==> src/hdl/bilinear_texture_sampler_top_defines.svh <==
// assertion macros for the bilinear texture sampler
// no dependencies
`ifndef BILINEAR_TEXTURE_SAMPLER_TOP_DEFINES_SVH
`define BILINEAR_TEXTURE_SAMPLER_TOP_DEFINES_SVH
`define ASSERT_IMPL(label, ante, cons) \
  label: assert property (@(posedge clk) disable iff (rst) (ante) |-> (cons)) \
    else $error("assertion failed");
`define ASSERT_NEXT(label, ante, cons) \
  label: assert property (@(posedge clk) disable iff (rst) (ante) |=> (cons)) \
    else $error("assertion failed");
`endif

==> src/hdl/bts_pkg.sv <==
// shared types, constants and the lerp function for the bilinear texture sampler
// no dependencies
package bts_pkg;
  localparam int MAX_TEXELS_DEF = 4096;
  localparam int WEIGHT_BITS_DEF = 8;
  localparam logic [31:0] WHITE = 32'hFFFFFFFF;
  localparam logic [7:0] ALPHA_ON = 8'hFF;
  localparam logic OP_SAMPLE = 1'b0;
  localparam logic OP_WRITE = 1'b1;
  localparam logic [6:0] DIM_RESET = 7'd64;
  localparam logic REG_WIDTH = 1'b0;
  localparam logic REG_HEIGHT = 1'b1;

  typedef enum logic [1:0] {
    PATH_RAW,
    PATH_VERT,
    PATH_HORZ,
    PATH_BOTH
  } path_t;

  function automatic logic [31:0] lerp_rgb(input logic [31:0] p, input logic [31:0] q,
                                           input logic [16:0] w, input int wb);
    logic [31:0] r;
    logic [16:0] s;
    logic [25:0] t;
    begin
      s = 17'd1 << wb;
      r = {ALPHA_ON, 24'd0};
      for (int c = 0; c < 3; c++) begin
        t = 26'(p[c*8 +: 8]) * 26'(s - w) + 26'(q[c*8 +: 8]) * 26'(w);
        r[c*8 +: 8] = 8'(t >> wb);
      end
      return r;
    end
  endfunction
endpackage

==> src/hdl/bts_filter.sv <==
// filter stages: column lerps then row lerp
// uses bts_pkg
module bts_filter #(
  parameter int WEIGHT_BITS = bts_pkg::WEIGHT_BITS_DEF
) (
  input  logic clk,
  input  logic rst,
  input  logic adv,
  input  logic in_valid,
  input  logic [3:0][31:0] texel,
  input  bts_pkg::path_t path,
  input  logic [WEIGHT_BITS-1:0] wx,
  input  logic [WEIGHT_BITS-1:0] wy,
  output logic out_valid,
  output logic [31:0] color
);
  import bts_pkg::*;
  logic v1;
  logic [31:0] left, right, raw, raw_right;
  path_t p1;
  logic [WEIGHT_BITS-1:0] wx1;
  logic [31:0] res;

  always_ff @(posedge clk) begin
    if (rst) v1 <= 1'b0;
    else if (adv) v1 <= in_valid;
    if (adv) begin
      raw <= texel[0];
      raw_right <= texel[2];
      left <= lerp_rgb(texel[0], texel[1], 17'(wy), WEIGHT_BITS);
      right <= lerp_rgb(texel[2], texel[3], 17'(wy), WEIGHT_BITS);
      p1 <= path;
      wx1 <= wx;
    end
  end

  always_comb begin
    case (p1)
      PATH_RAW: res = raw;
      PATH_VERT: res = left;
      PATH_HORZ: res = lerp_rgb(raw, raw_right, 17'(wx1), WEIGHT_BITS);
      PATH_BOTH: res = lerp_rgb(left, right, 17'(wx1), WEIGHT_BITS);
      default: res = raw;
    endcase
  end

  always_ff @(posedge clk) begin
    if (rst) out_valid <= 1'b0;
    else if (adv) out_valid <= v1;
    if (adv) color <= res;
  end
endmodule

==> config.mk <==
export PLATFORM = sky130hd
export DESIGN_NAME = bts_filter
export DESIGN_NICKNAME = d
export VERILOG_FILES = /design/src/hdl/bilinear_texture_sampler_top_defines.svh /design/src/hdl/bts_pkg.sv /design/src/hdl/bts_filter.sv
export SDC_FILE = /design/constraint.sdc
export NUM_CORES = 2
export LEC_CHECK = 0
export BUFFER_PORTS_ARGS = -buffer_cell sky130_fd_sc_hd__buf_2
export CORE_ASPECT_RATIO = 2
export CORE_MARGIN = 2
export CORE_UTILIZATION = 50
export DETAILED_ROUTE_END_ITERATION = 16
export HOLD_SLACK_MARGIN = 0.15
export PLACE_DENSITY = 0.69
export SLEW_MARGIN = 20
export SYNTH_ARGS = -nofsm -noshare
export SYNTH_HDL_FRONTEND = slang
export SYNTH_SLANG_ARGS = --single-unit
==> constraint.sdc <==
create_clock -name clk -period 7.8 [get_ports clk]
set_clock_uncertainty 0.1 [all_clocks]
set_input_delay 0 -clock clk [delete_from_list [all_inputs] [get_ports clk]]
set_output_delay 0 -clock clk [all_outputs]
set_load 0.03 [all_outputs]
* After elaboration in Yosys (flattened, before gate mapping)
Cells that the tools add are included.
** Storage, ports and cells
- Word-level logic and storage cells :: 52
- Output and inout port bits :: 33
- Bits in registers :: 148
- Bits of input ports :: 150
** Cells by class
- Reduce and logical (&&, ||, !) cells :: 1
- $mul :: 24
- Multiplexer cells :: 1
- Equality and inequality tests :: 3
- Add/sub/neg operators :: 14
** Operators by type and width (count)
- multiplier 8 x 26 -> 16 bit :: 10
- adder 16 bit :: 12
- multiplier 8 x 8 -> 16 bit :: 12
- case mux 32 bit (4 select lines) :: 1
- multiplier 9 x 10 -> 16 bit :: 2
- subtractor 9 x 8 -> 10 bit (first input constant) :: 2
- == test 2 bit (second input constant) :: 2
- == test 2 x 1 -> 1 bit (second input constant) :: 1
- logical NOT 2 bit :: 1

* Logic depth before layout (Yosys ltp)
- Word-level depth :: 4
- Mapped depth :: 28
- Mapped depth without buffers :: 24

* Worst setup path before layout
Ideal clock, no wire load.
- Kind :: reg2reg
- Start :: reg wx1[0]
- End :: reg color[21], data pin
- Arrival time :: 7.188 ns
- Setup slack :: 0.240 ns
- Setup time :: 0.272 ns
- Period minus slack after synthesis :: 7.560 ns
- Buffers on the path :: 5
- Data required time :: 7.428 ns
- Cell stages (with the launch flop) :: 29
- Path through :: edfxtp_1 > buf_2 > clkbuf_1 > clkbuf_1 > inv_1 > ha_1 > nor3b_1 > nand2_1 > xor2_1 > clkbuf_1 > clkbuf_1 > nand2_1 > fa_1 > fa_1 > inv_1 > fa_1 > fa_1 > fa_1 > inv_1 > fa_1 > inv_1 > ha_1 > a2111oi_4 > and2_4 > a22oi_4 > a211o_1 > a21oi_2 > xnor2_1 > mux4_2
** On the way
- Cells in the longest elaborated chain, start to end :: 4
- Elaborated cells between the ends (all ways) :: 8
- Classes of those cells :: add/sub (3); mul (4); mux (1)
** Ends and longest elaborated chain
- start: declaration :: RTL line bts_filter.sv:21 : logic [WEIGHT_BITS-1:0] wx1;
- start signal: assignment :: RTL line bts_filter.sv:33 : wx1 <= wx;
- subtractor 9 x 8 -> 10 bit :: RTL line bts_pkg.sv:30 : t = 26'(p[c*8 +: 8]) * 26'(s - w) + 26'(q[c*8 +: 8]) * 26'(w);
- multiplier 8 x 26 -> 16 bit or multiplier 9 x 10 -> 16 bit (tied branches) :: RTL line bts_pkg.sv:30
- adder 16 bit :: RTL line bts_pkg.sv:30
- case mux 32 bit (4 select lines) (*) :: RTL line bts_filter.sv:38 : case (p1)
- named net res[21] :: RTL line bts_filter.sv:22 : logic [31:0] res;
- end signal: assignment :: RTL line bts_filter.sv:50 : if (adv) color <= res;
- end: declaration :: RTL line bts_filter.sv:15 : output logic [31:0] color
Mark *: on every way through the listed nets, which the timed path passes. The rest lies on a longest branch.
A chain may end at the register's enable or synchronous reset.

* Final worst setup path
- Start :: reg wx1[2]
- End :: reg color[14], data pin
** On the way
- Cells in the longest elaborated chain, start to end :: 4
- Elaborated cells between the ends (all ways) :: 8
- Classes of those cells :: add/sub (3); mul (4); mux (1)
** Ends and longest elaborated chain (RTL line)
- subtractor 9 x 8 -> 10 bit :: bts_pkg.sv:30
- multiplier 8 x 26 -> 16 bit :: bts_pkg.sv:30
- adder 16 bit :: bts_pkg.sv:30
- case mux 32 bit (4 select lines) (*) :: bts_filter.sv:38
- named net res[14] :: bts_filter.sv:22
Marks and branches as above.

==> metrics.md <==
| Metric | Value |
|---|---|
| Setup_tns | 0 ps |
| TritonRoute pass-1 iters | 6 |
| Pin count of the biggest net entering global routing | 92 |
| Synth area leaders | fa_1, ha_1, inv_1 |
| Type of the worst setup path | reg2reg |
| Crit-path max FO | 21 |
| Area grow syn2layout | 7.28% |
| Minimum hold slack | 180 ps |
| Share of layout cells above drive strength 1 | 0.0530 |
| Status | complete, no violations |
| Post-synth top area cell | fa_1 |
| Std cell rows | around 180 |
| Post_cts resized | 0 |
| Buffers on Ports | 158 |
| WHS Path Cells | 2 |
| Syn nets | 8206 |
| Clock buffer count from CTS | 17 |
| Synth Instances | a little over 6000 |
| Starting Density | 0.503 |
| FMAX | ~0.14 GHz |
| Main flop type after synthesis | edfxtp_1 |
| Vias per cell | 5.33 |
| Avg Cell Area, Syn | approximately 9.3 um2 |
| Nets | 8317 |
| Util after Layout | 0.540 |
| Final HPWL DP | 124000 um |
| Average wire per standard cell | around 20 um |
| Critical path capture point type | flip-flop |
| Post-synth EDFFs | 146 |
| Post-route DRC | 0 |
| Hold Buf Count CTS | 84 |
| Core Region | between 100000 and 150000 um2 |
| Register area share after synthesis | 0.0773 |
| Pins over their slew limit | 0 |
| RSZ-0062 raised after global routing | no |
| Die W | 243 um |
| Ys Warns | 0 |
| WL final | 153000 um |
| Final Hold Fails | 0 |
| Via count | 41352 |
| DRT iter0 DRCs | 1838 |
| Worst skew pair latency | 500 ps |
| Vias in the first global route | about 47000 |
| Final setup fails | 0 |
| Synthesized flop and latch total | 148 |
| Slack of the critical path | 453 ps |
| Unique masters post-synth | 63 |
| Num ports | approximately 180 |
| Initial antenna violation count | 12 |
| Overflow after GRT | 0 |
| Sink Count | 148 |
| Most frequent cells in the layout | inv_1, fa_1, and2_1 |
| Post-placement setup slack | 471 ps |
| Commonest non-fill, non-tap cell in the layout | inv_1 |
| Number of routed nets with antenna violations | 0 |
| CTS clk-pin slew, worst paths | around 80 ps |
| Post-synthesis cell area | 57200 um2 |
| Critical path required time | 7950 ps |
| Die area | 117000 um2 |
| Post-synth top area share | 0.420 |
| FF-to-FF path depth | 23 |
| Overall Global Routing Usage | 0.272 |
| Fillers | 10235 |
| Die Height | around 480 um |
| Worst setup SP type | flip-flop |
| Post-synth ARST share | 0 |
| CTS tree | built |
| H-tree depth | 4 |
| Rel. slew slack | 0.320 |
| First-pass GRT wire length | between 200000 and 250000 um |
| Slew @ Worst Pin | 1020 ps |
| GPL Wtd Cong | around 0.92 |
| Worst path arrival time | roughly 7500 ps |
| Crit path time final | 7350 ps |
| Postcts setup bufs | 0 |
| Fin crit share | 0.942 |
| Root buffer cell | clkbuf_16 |
| Worst min path class | in2reg |
| Max cap viols | 0 |
| Clock buffer depth | 2 |
## state kept, by name, summed over array words and instances, names as in the netlist
name / flops
color: 32
raw: 32
left: 24
raw_right: 24
right: 24
wx1: 8
p1: 2
out_valid: 1
v1: 1
## per-layer routing
metal  wire length (um)  global-route usage  up-vias
met4              11400               0.173       14
met2              83100               0.521     1238
met3               6570              0.0299      568
met5                 85                   0        -
li1                   -                   -    18164
met1              51400               0.279    21368
## worst paths after layout
path | startpoint | endpoint | slack [ps]
setup reg to reg | wx1[2] | color[14] | 450
hold reg to reg | raw[29] | color[29] | 390
setup / recovery | wx1[2] | color[14] | 450
hold / removal | wx[3] | wx1[3] | 180
## Yosys cell counts (33+ instances only)
master	instances
nand2_1	739
a21oi_1	37
buf_1	36
fa_1	1200
clkbuf_1	194
nor2_1	50
ha_1	730
xor2_1	57
inv_1	1601
xnor2_1	119
and2_1	916
or3_1	33
edfxtp_1	146
## area by class of cell
| type | count | area [um2] | area share |
|---|---|---|---|
| inverters | 1601 | 6010 | 0.0979 |
| flip-flops and latches | 148 | 4420 | 0.0721 |
| repair buffers | 328 | 2430 | 0.0396 |
| diodes | 3 | 7.51 | 0.000122 |
| multi-input cells | 4141 | 46000 | 0.750 |
| clock inverters | 13 | 171 | 0.00279 |
| clock buffers | 19 | 433 | 0.00705 |
| well taps | 1504 | 1880 | 0.0307 |
## worst max-delay path, cell delays in order (launching register included)
cell and delay, ps:
edfxtp_1 440, nor3_1 280, nand2b_1 110, nor4_1 370, xnor2_2 380, buf_4 410, nand2_1 120, fa_1 520
fa_1 550, inv_1 50, fa_1 490, fa_1 520, fa_1 500, inv_1 50, fa_1 470, inv_1 40
ha_1 320, o311a_1 130, o21ai_0 120, o2111ai_1 240, a31o_2 300, a211oi_1 230, o22ai_1 120, a31o_2 230
## through the flow
stage	area (um2)	std cells
global placement	59900	7638
global route	61400	7755
finish	61400	7757
CTS	61400	7754
detailed placement	59900	7638
floorplan	57200	6126
## logic make-up (layout without fill, tap and decap cells)
logic type,count (synthesis),count (layout),share of synthesized area
fa+ha+maj,1930,1930,0.580
simple gates,1837,1837,0.166
buf+inv,1837,1961,0.121
xor+xnor,176,176,0.0269
compound gates,168,168,0.0211
flops,148,148,0.0773
mux,30,30,0.00877
other cells,0,3,0
Power is left out: the tool's default activity adds up to more than one toggle a clock period on the data nets, which glitch-free logic cannot reach.
