`src/hdl/bilinear_texture_sampler_top_defines.svh`:
```
// assertion macros for the bilinear texture sampler
// no dependencies
`ifndef BILINEAR_TEXTURE_SAMPLER_TOP_DEFINES_SVH
`define BILINEAR_TEXTURE_SAMPLER_TOP_DEFINES_SVH
`define ASSERT_IMPL(label, ante, cons) \
  label: assert property (@(posedge clk) disable iff (rst) (ante) |-> (cons)) \
    else $error("assertion failed");
`define ASSERT_NEXT(label, ante, cons) \
  label: assert property (@(posedge clk) disable iff (rst) (ante) |=> (cons)) \
    else $error("assertion failed");
`endif

```
`src/hdl/bts_pkg.sv`:
```
// shared types, constants and the lerp function for the bilinear texture sampler
// no dependencies
package bts_pkg;
  localparam int MAX_TEXELS_DEF = 4096;
  localparam int WEIGHT_BITS_DEF = 8;
  localparam logic [31:0] WHITE = 32'hFFFFFFFF;
  localparam logic [7:0] ALPHA_ON = 8'hFF;
  localparam logic OP_SAMPLE = 1'b0;
  localparam logic OP_WRITE = 1'b1;
  localparam logic [6:0] DIM_RESET = 7'd64;
  localparam logic REG_WIDTH = 1'b0;
  localparam logic REG_HEIGHT = 1'b1;

  typedef enum logic [1:0] {
    PATH_RAW,
    PATH_VERT,
    PATH_HORZ,
    PATH_BOTH
  } path_t;

  function automatic logic [31:0] lerp_rgb(input logic [31:0] p, input logic [31:0] q,
                                           input logic [16:0] w, input int wb);
    logic [31:0] r;
    logic [16:0] s;
    logic [25:0] t;
    begin
      s = 17'd1 << wb;
      r = {ALPHA_ON, 24'd0};
      for (int c = 0; c < 3; c++) begin
        t = 26'(p[c*8 +: 8]) * 26'(s - w) + 26'(q[c*8 +: 8]) * 26'(w);
        r[c*8 +: 8] = 8'(t >> wb);
      end
      return r;
    end
  endfunction
endpackage

```
`src/hdl/bts_addr.sv`:
```
// address stage: scales coordinates, forms texel indices and filter path
// uses bts_pkg
module bts_addr #(
  parameter int MAX_TEXELS = bts_pkg::MAX_TEXELS_DEF,
  parameter int WEIGHT_BITS = bts_pkg::WEIGHT_BITS_DEF,
  localparam int AW = (MAX_TEXELS > 1) ? $clog2(MAX_TEXELS) : 1
) (
  input  logic clk,
  input  logic rst,
  input  logic adv,
  input  logic in_valid,
  input  logic [15:0] u_coord,
  input  logic [15:0] v_coord,
  input  logic [6:0] tex_width,
  input  logic [6:0] tex_height,
  output logic out_valid,
  output logic [3:0][AW-1:0] idx,
  output logic [3:0] oob,
  output bts_pkg::path_t path,
  output logic [WEIGHT_BITS-1:0] wx,
  output logic [WEIGHT_BITS-1:0] wy
);
  import bts_pkg::*;
  logic valid1;
  logic [22:0] pu, pv;
  logic [6:0] w1, h1;
  logic [13:0] total;
  logic [15:0] base, lin [4];
  logic [6:0] x, y;

  always_ff @(posedge clk) begin
    if (rst) valid1 <= 1'b0;
    else if (adv) valid1 <= in_valid;
    if (adv) begin
      pu <= 23'(u_coord) * 23'(tex_width);
      pv <= 23'(v_coord) * 23'(tex_height);
      w1 <= tex_width;
      h1 <= tex_height;
    end
  end

  always_comb begin
    x = pu[22:16];
    y = pv[22:16];
    total = 14'(w1) * 14'(h1);
    base = 16'(y) * 16'(w1) + 16'(x);
    lin[0] = base;
    lin[1] = base + 16'(w1);
    lin[2] = base + 16'd1;
    lin[3] = base + 16'(w1) + 16'd1;
  end

  always_ff @(posedge clk) begin
    if (rst) out_valid <= 1'b0;
    else if (adv) out_valid <= valid1;
    if (adv) begin
      for (int i = 0; i < 4; i++) begin
        idx[i] <= AW'(lin[i]);
        oob[i] <= (lin[i] >= 16'(total)) || (32'(lin[i]) >= 32'(MAX_TEXELS));
      end
      wx <= pu[15:16-WEIGHT_BITS];
      wy <= pv[15:16-WEIGHT_BITS];
      if (pu[15:0] == 16'd0 && pv[15:0] == 16'd0) path <= PATH_RAW;
      else if (pu[15:0] == 16'd0) path <= PATH_VERT;
      else if (pv[15:0] == 16'd0) path <= PATH_HORZ;
      else path <= PATH_BOTH;
    end
  end
endmodule

```
`config.mk`:
```
export PLATFORM = sky130hd
export DESIGN_NAME = bts_addr
export DESIGN_NICKNAME = d
export VERILOG_FILES = /design/src/hdl/bilinear_texture_sampler_top_defines.svh /design/src/hdl/bts_pkg.sv /design/src/hdl/bts_addr.sv
export SDC_FILE = /design/constraint.sdc
export NUM_CORES = 1
export LEC_CHECK = 0
export BUFFER_PORTS_ARGS = -buffer_cell sky130_fd_sc_hd__buf_2
export CORE_ASPECT_RATIO = 0.7
export CORE_MARGIN = 3
export CORE_UTILIZATION = 50
export CTS_CLUSTER_DIAMETER = 60
export DETAILED_ROUTE_END_ITERATION = 7
export PLACE_DENSITY_LB_ADDON = 0.1
export SLEW_MARGIN = 20
export SYNTH_ARGS = -nofsm -noshare
export SYNTH_HDL_FRONTEND = slang
export SYNTH_SLANG_ARGS = --single-unit
```
`constraint.sdc`:
```
create_clock -name clk -period 18.5 [get_ports clk]
set_clock_uncertainty 0.15 [all_clocks]
set_input_delay 0 -clock clk [delete_from_list [all_inputs] [get_ports clk]]
set_output_delay 0 -clock clk [all_outputs]
set_load 0.01 [all_outputs]
```
Word level (Yosys, flattened, before mapping). Cells that the tools add are included.

$mul: 4. Add/subtract/negate cells: 4. $lt $le $gt $ge: 8. Multiplexer cells: 2. Reductions and logical operators: 8.

Operators with widths (count): 16-bit by 13-bit greater-or-equal comparator with 1-bit output, second input constant (3); 16-bit by 14-bit greater-or-equal comparator with 1-bit output (3); 16-bit by 7-bit multiplier with 23-bit output (2); 16-bit logical NOT (2); 7-bit by 7-bit multiplier with 14-bit output (2); 15-bit by 1-bit adder with 16-bit output, second input constant (1); 15-bit by 7-bit adder with 16-bit output (1); 16-bit by 1-bit adder with 16-bit output, second input constant (1); 14-bit by 7-bit adder with 15-bit output (1); 15-bit by 13-bit greater-or-equal comparator with 1-bit output, second input constant (1); 15-bit by 14-bit greater-or-equal comparator with 1-bit output (1); 1-bit logical OR (4); 1-bit two-way mux (2); 2-bit OR reduction (1); 1-bit logical AND (1).

Bits in registers: 132. Output and inout bits: 71. Word-level logic and storage cells: 41.

Longest topological paths before layout.
Depth after elaboration: 6. Depth in mapped cells: 31.

Least setup slack after synthesis. OpenSTA, ideal clock, no wires.

Path type: register -> register. From: reg w1[1]. To: reg oob[3] (data pin). Path buffers: 2. Clock period less this slack: 6.424 ns. Stages on the path, launching flop included: 29. Arrival: 6.002 ns. Setup slack: 12.076 ns. Path through: edfxtp_1 -> clkbuf_1 -> nand2_1 -> fa_1 -> fa_1 -> fa_1 -> fa_1 -> inv_1 -> ha_1 -> o21a_1 -> nor2_1 -> xnor2_1 -> ha_1 -> nor4_1 -> o21ai_0 -> o211ai_1 -> or4_1 -> buf_2 -> xor2_2 -> inv_1 -> nand3_1 -> xnor2_1 -> ha_1 -> a21oi_1 -> nand2_1 -> nand2_1 -> a31oi_1 -> o31ai_1 -> nand4_1.

RTL lines: from (decl) (line bts_addr.sv:26) `logic [6:0] w1, h1;`; from (signal assigned) (line bts_addr.sv:37) `w1 <= tex_width;`; to (signal, indexed assignment) (line bts_addr.sv:59) `oob[i] <= (lin[i] >= 16'(total)) || (32'(lin[i]) >= 32'(MAX_TEXELS));`; to (decl) (line bts_addr.sv:18) `output logic [3:0] oob,`.

==> impl_results.md <==
- Hold Path Stages: 4
- CP delay by family, top: adder cells
- Crit-path cells: and2_1 -> fa_1 -> inv_1 -> fa_1 -> inv_1 -> fa_1 -> inv_1 -> fa_1 -> inv_1 -> ha_1 -> xnor2_1 -> ha_1 -> o21ai_0 -> nand2b_1 -> o211ai_1 -> xnor2_1 -> nor4_1 -> nor2_1 -> ha_1 -> or3_1 -> o21ai_0 -> a31oi_1 -> o31ai_1 -> nand4_1
- Routed Antenna Nets: 0
- Top-area cell type share of the netlist area: 24.0%
- DRT iter0 DRCs: 702
- Layout area overhead: 11.4%
- Max incr delay on CP: 640 ps
- Nets: 2204
- Maximum level of the CTS H-tree: 4
- Buf+Inv Stages, Crit Path: 4
- GR Util All Layers: 21.2%
- Critical path class: flop to flop
- Crit share post-route: 39.6%
- Max_slew headroom: 29.1%
- Mapped Cells: 1604
- Area contributors post-synth: edfxtp_1 24%, fa_1 24%, ha_1 17%
- Post-synth ARST share: 0%
- #FFs+latches synth: 132
- Vias in the first global route: 11.7k
- Post_cts resized: 0
- Initial Util: 51.4%
- Placer Congestion: 0.811
- R2R Path End: oob[3]$_DFFE_PP_
- CP Capture Type: flop
- CP Launch Type: flop
- Setup_tns: 0 ps
- Syn Area/Cell: 10.1 sq um
- CTS buffer count: 17
- Worst hold path endpoint: pu[2]$_DFFE_PP_
- Clock Pin Slew Worst Setup and Hold Paths: 70 ps
- Root buf cell: clkbuf_16
- Placed Instances: 2120
- Die W: 222 microns
- EDFF count, synth: 130
- CTS sink count: 132
- Core ar.: 31600 sq um
- Syn nets: 2067
- Depth of the most critical reg-to-reg path: 24
- CTS tree: yes
- Max Fclk: 0.136 GHz
- Vias per cell: 5.29
- Clk_lat worst skew: 430 ps
- Ys Warns: 0
- Initial antenna violation count: 2
- Total gr overflow: 0
- Clk buf depth: 2
- Residual DRC: 0
- Outcome: finished, final reports clean
- Largest net degree at the start of global routing: 72
- CP required: 18510 ps
- Worst Min Path Start: u_coord[2]
- Synth unique cells: 66
- Slowest CP cell: edfxtp_1
- Pre-CTS setup slack: 11140 ps
- Number of max-cap violations: 0
- Layout Cells excl Fill: 2174
- Hold Worst Slack: 124 ps
- Slew @ Worst Pin: 1060 ps
- Final setup viols: 0
- Site row count: 54
- Sequential fraction of the synthesis area: 24.3%
- Drt wl/cell: 16.4 microns
- Hold Path Class: input port to flop
- Final min period: 7330 ps
- Area leader, netlist: edfxtp_1
- First-pass GRT wire length: 59.7 mm
- Die area: 34800 sq um
- WL final: 35.6 mm
- Top_reg_cell synth: edfxtp_1
- Detail Placement HPWL: 28.6 mm
- Fin. max-slew vios: 0
- Die height: 157 microns
- Inserted Diodes: 0
- Boundary Pins: 121
- Unrepaired setup endpoints after global routing: false
- Reg2Reg Setup Slack: 11170 ps
- Syn Std Cell Area: 16300 sq um
- Critical path fanouts, max: 16
- Layout cells sized above 1: 9.98%
- CP arrival: 7340 ps
- DR vias: 11.5k
- RR Startpoint: w1[1]$_DFFE_PP_
- Hold Violations, Final: 0
- DR pass1 iterations: 4
- Port Buf Inserts: 120
- Setup ws final: 11170 ps
per-layer routing:
metal	part of all wire [%]	vias up	wire length (microns)	track usage, %
li1	-	5595	-	-
met1	53	5652	18800	33.0
met2	42	228	14900	31.8
met3	4.2	30	1490	3.00
met4	1.0	0	360	4.02
met5	0	-	0	0
worst max path at each step:
stage | start | endpoint | slack, ps | cells after the start
after global routing | w1[1]$_DFFE_PP_ | oob[3]$_DFFE_PP_ | 10690 | 27
after floorplan | w1[1]$_DFFE_PP_ | oob[3]$_DFFE_PP_ | 12080 | 28
after detailed placement | w1[1]$_DFFE_PP_ | oob[3]$_DFFE_PP_ | 11140 | 24
final | w1[1]$_DFFE_PP_ | oob[3]$_DFFE_PP_ | 11170 | 24
after CTS | w1[1]$_DFFE_PP_ | oob[3]$_DFFE_PP_ | 11130 | 23
after global placement | w1[1]$_DFFE_PP_ | oob[3]$_DFFE_PP_ | 11360 | 24
timing repair:
item,4_1_cts,5_1_grt
setup buffers,0,0
hold buffers,22,0
setup endpoints to repair,0,0
endpoints found under the hold margin,81,0
cells in the mapped netlist, drive strengths merged, types with 3 or more instances:
master   instances
inv            241
nand2          220
ha             219
fa             194
and2           131
edfxtp         130
xnor2           60
a21oi           46
nor2            44
o21ai           37
a21o            28
clkbuf          24
xor2            23
nand3           19
nor3            19
o21a            15
nor4            14
nand2b          12
nand4           12
a31oi           10
o21bai          10
nor2b            9
and3             8
a211oi           7
o211ai           7
o31a             5
o31ai            4
or3              4
a2111oi          3
a211o            3
a221oi           3
mux2i            3
nand3b           3
nor4b            3
o311ai           3
or2              3
or4              3
worst register-to-register path, stage by stage (launching register included):
cell,delay (ps)
edfxtp_1,640
and2_1,300
fa_1,530
inv_1,50
fa_1,520
inv_1,50
fa_1,470
inv_1,50
fa_1,470
inv_1,40
ha_1,330
xnor2_1,550
ha_1,370
o21ai_0,90
nand2b_1,90
o211ai_1,140
xnor2_1,170
nor4_1,590
nor2_1,170
ha_1,270
or3_1,340
o21ai_0,200
a31oi_1,120
o31ai_1,220
nand4_1,130
layout make-up:
class	instances	area [sq um]
multi-input cells	1206	11300
fillers	2826	13500
clock buffers	17	425
inverters	241	905
flip-flops and latches	132	3940
well taps	420	526
clock inverters	15	158
repair buffers	143	835
sequential cells by signal, summed over array words and instances (netlist names), 4 cells and up:
name / cells
h1: 7
idx: 48
oob: 4
pu: 23
pv: 23
w1: 7
wx: 8
wy: 8
placed cells by master (no fill, tap or decap), types with 5 or more instances in the layout:
master and instances:
o21a_1 15, o21ai_0 36, nor4_1 11, xnor2_1 54, nand2b_1 12, a211oi_1 6, inv_6 5, dlygate4sd3_1 22
xnor2_2 6, o211ai_1 6, and2_1 131, nor3_1 19, clkbuf_16 17, nor2_1 44, buf_2 119, ha_1 219
a21oi_1 46, nand2_1 220, a21o_1 28, nor2b_1 8, xor2_1 22, a31oi_1 10, nand4_1 12, o21bai_1 10
edfxtp_1 130, inv_1 241, nand3_1 19, o31a_1 5, inv_8 5, fa_1 194, and3_1 8
kinds of logic (layout without fill, tap and decap cells):
logic type / after synthesis / in the layout / share of synthesized area (%)
AND/OR/NAND/NOR: 510 / 510 / 15.7
buffers and inverters: 266 / 416 / 6.15
multiplexers: 5 / 5 / 0.323
XOR/XNOR: 83 / 83 / 4.79
adder cells (fa/ha/maj): 413 / 413 / 40.7
flip-flops: 132 / 132 / 24.3
AO/OA/AOI/OAI: 195 / 195 / 8.06
per-stage QoR:
stage / util, % / area, sq um
2_1_floorplan: - / 16300
3_3_place_gp: 54.7 / 17300
3_5_place_dp: 54.7 / 17300
4_1_cts: 57.3 / 18100
5_1_grt: 57.3 / 18100
6_report: 57.3 / 18100
Power is not shown: default switching activity piles up to over one toggle a cycle in this logic, so the estimate is an artifact.
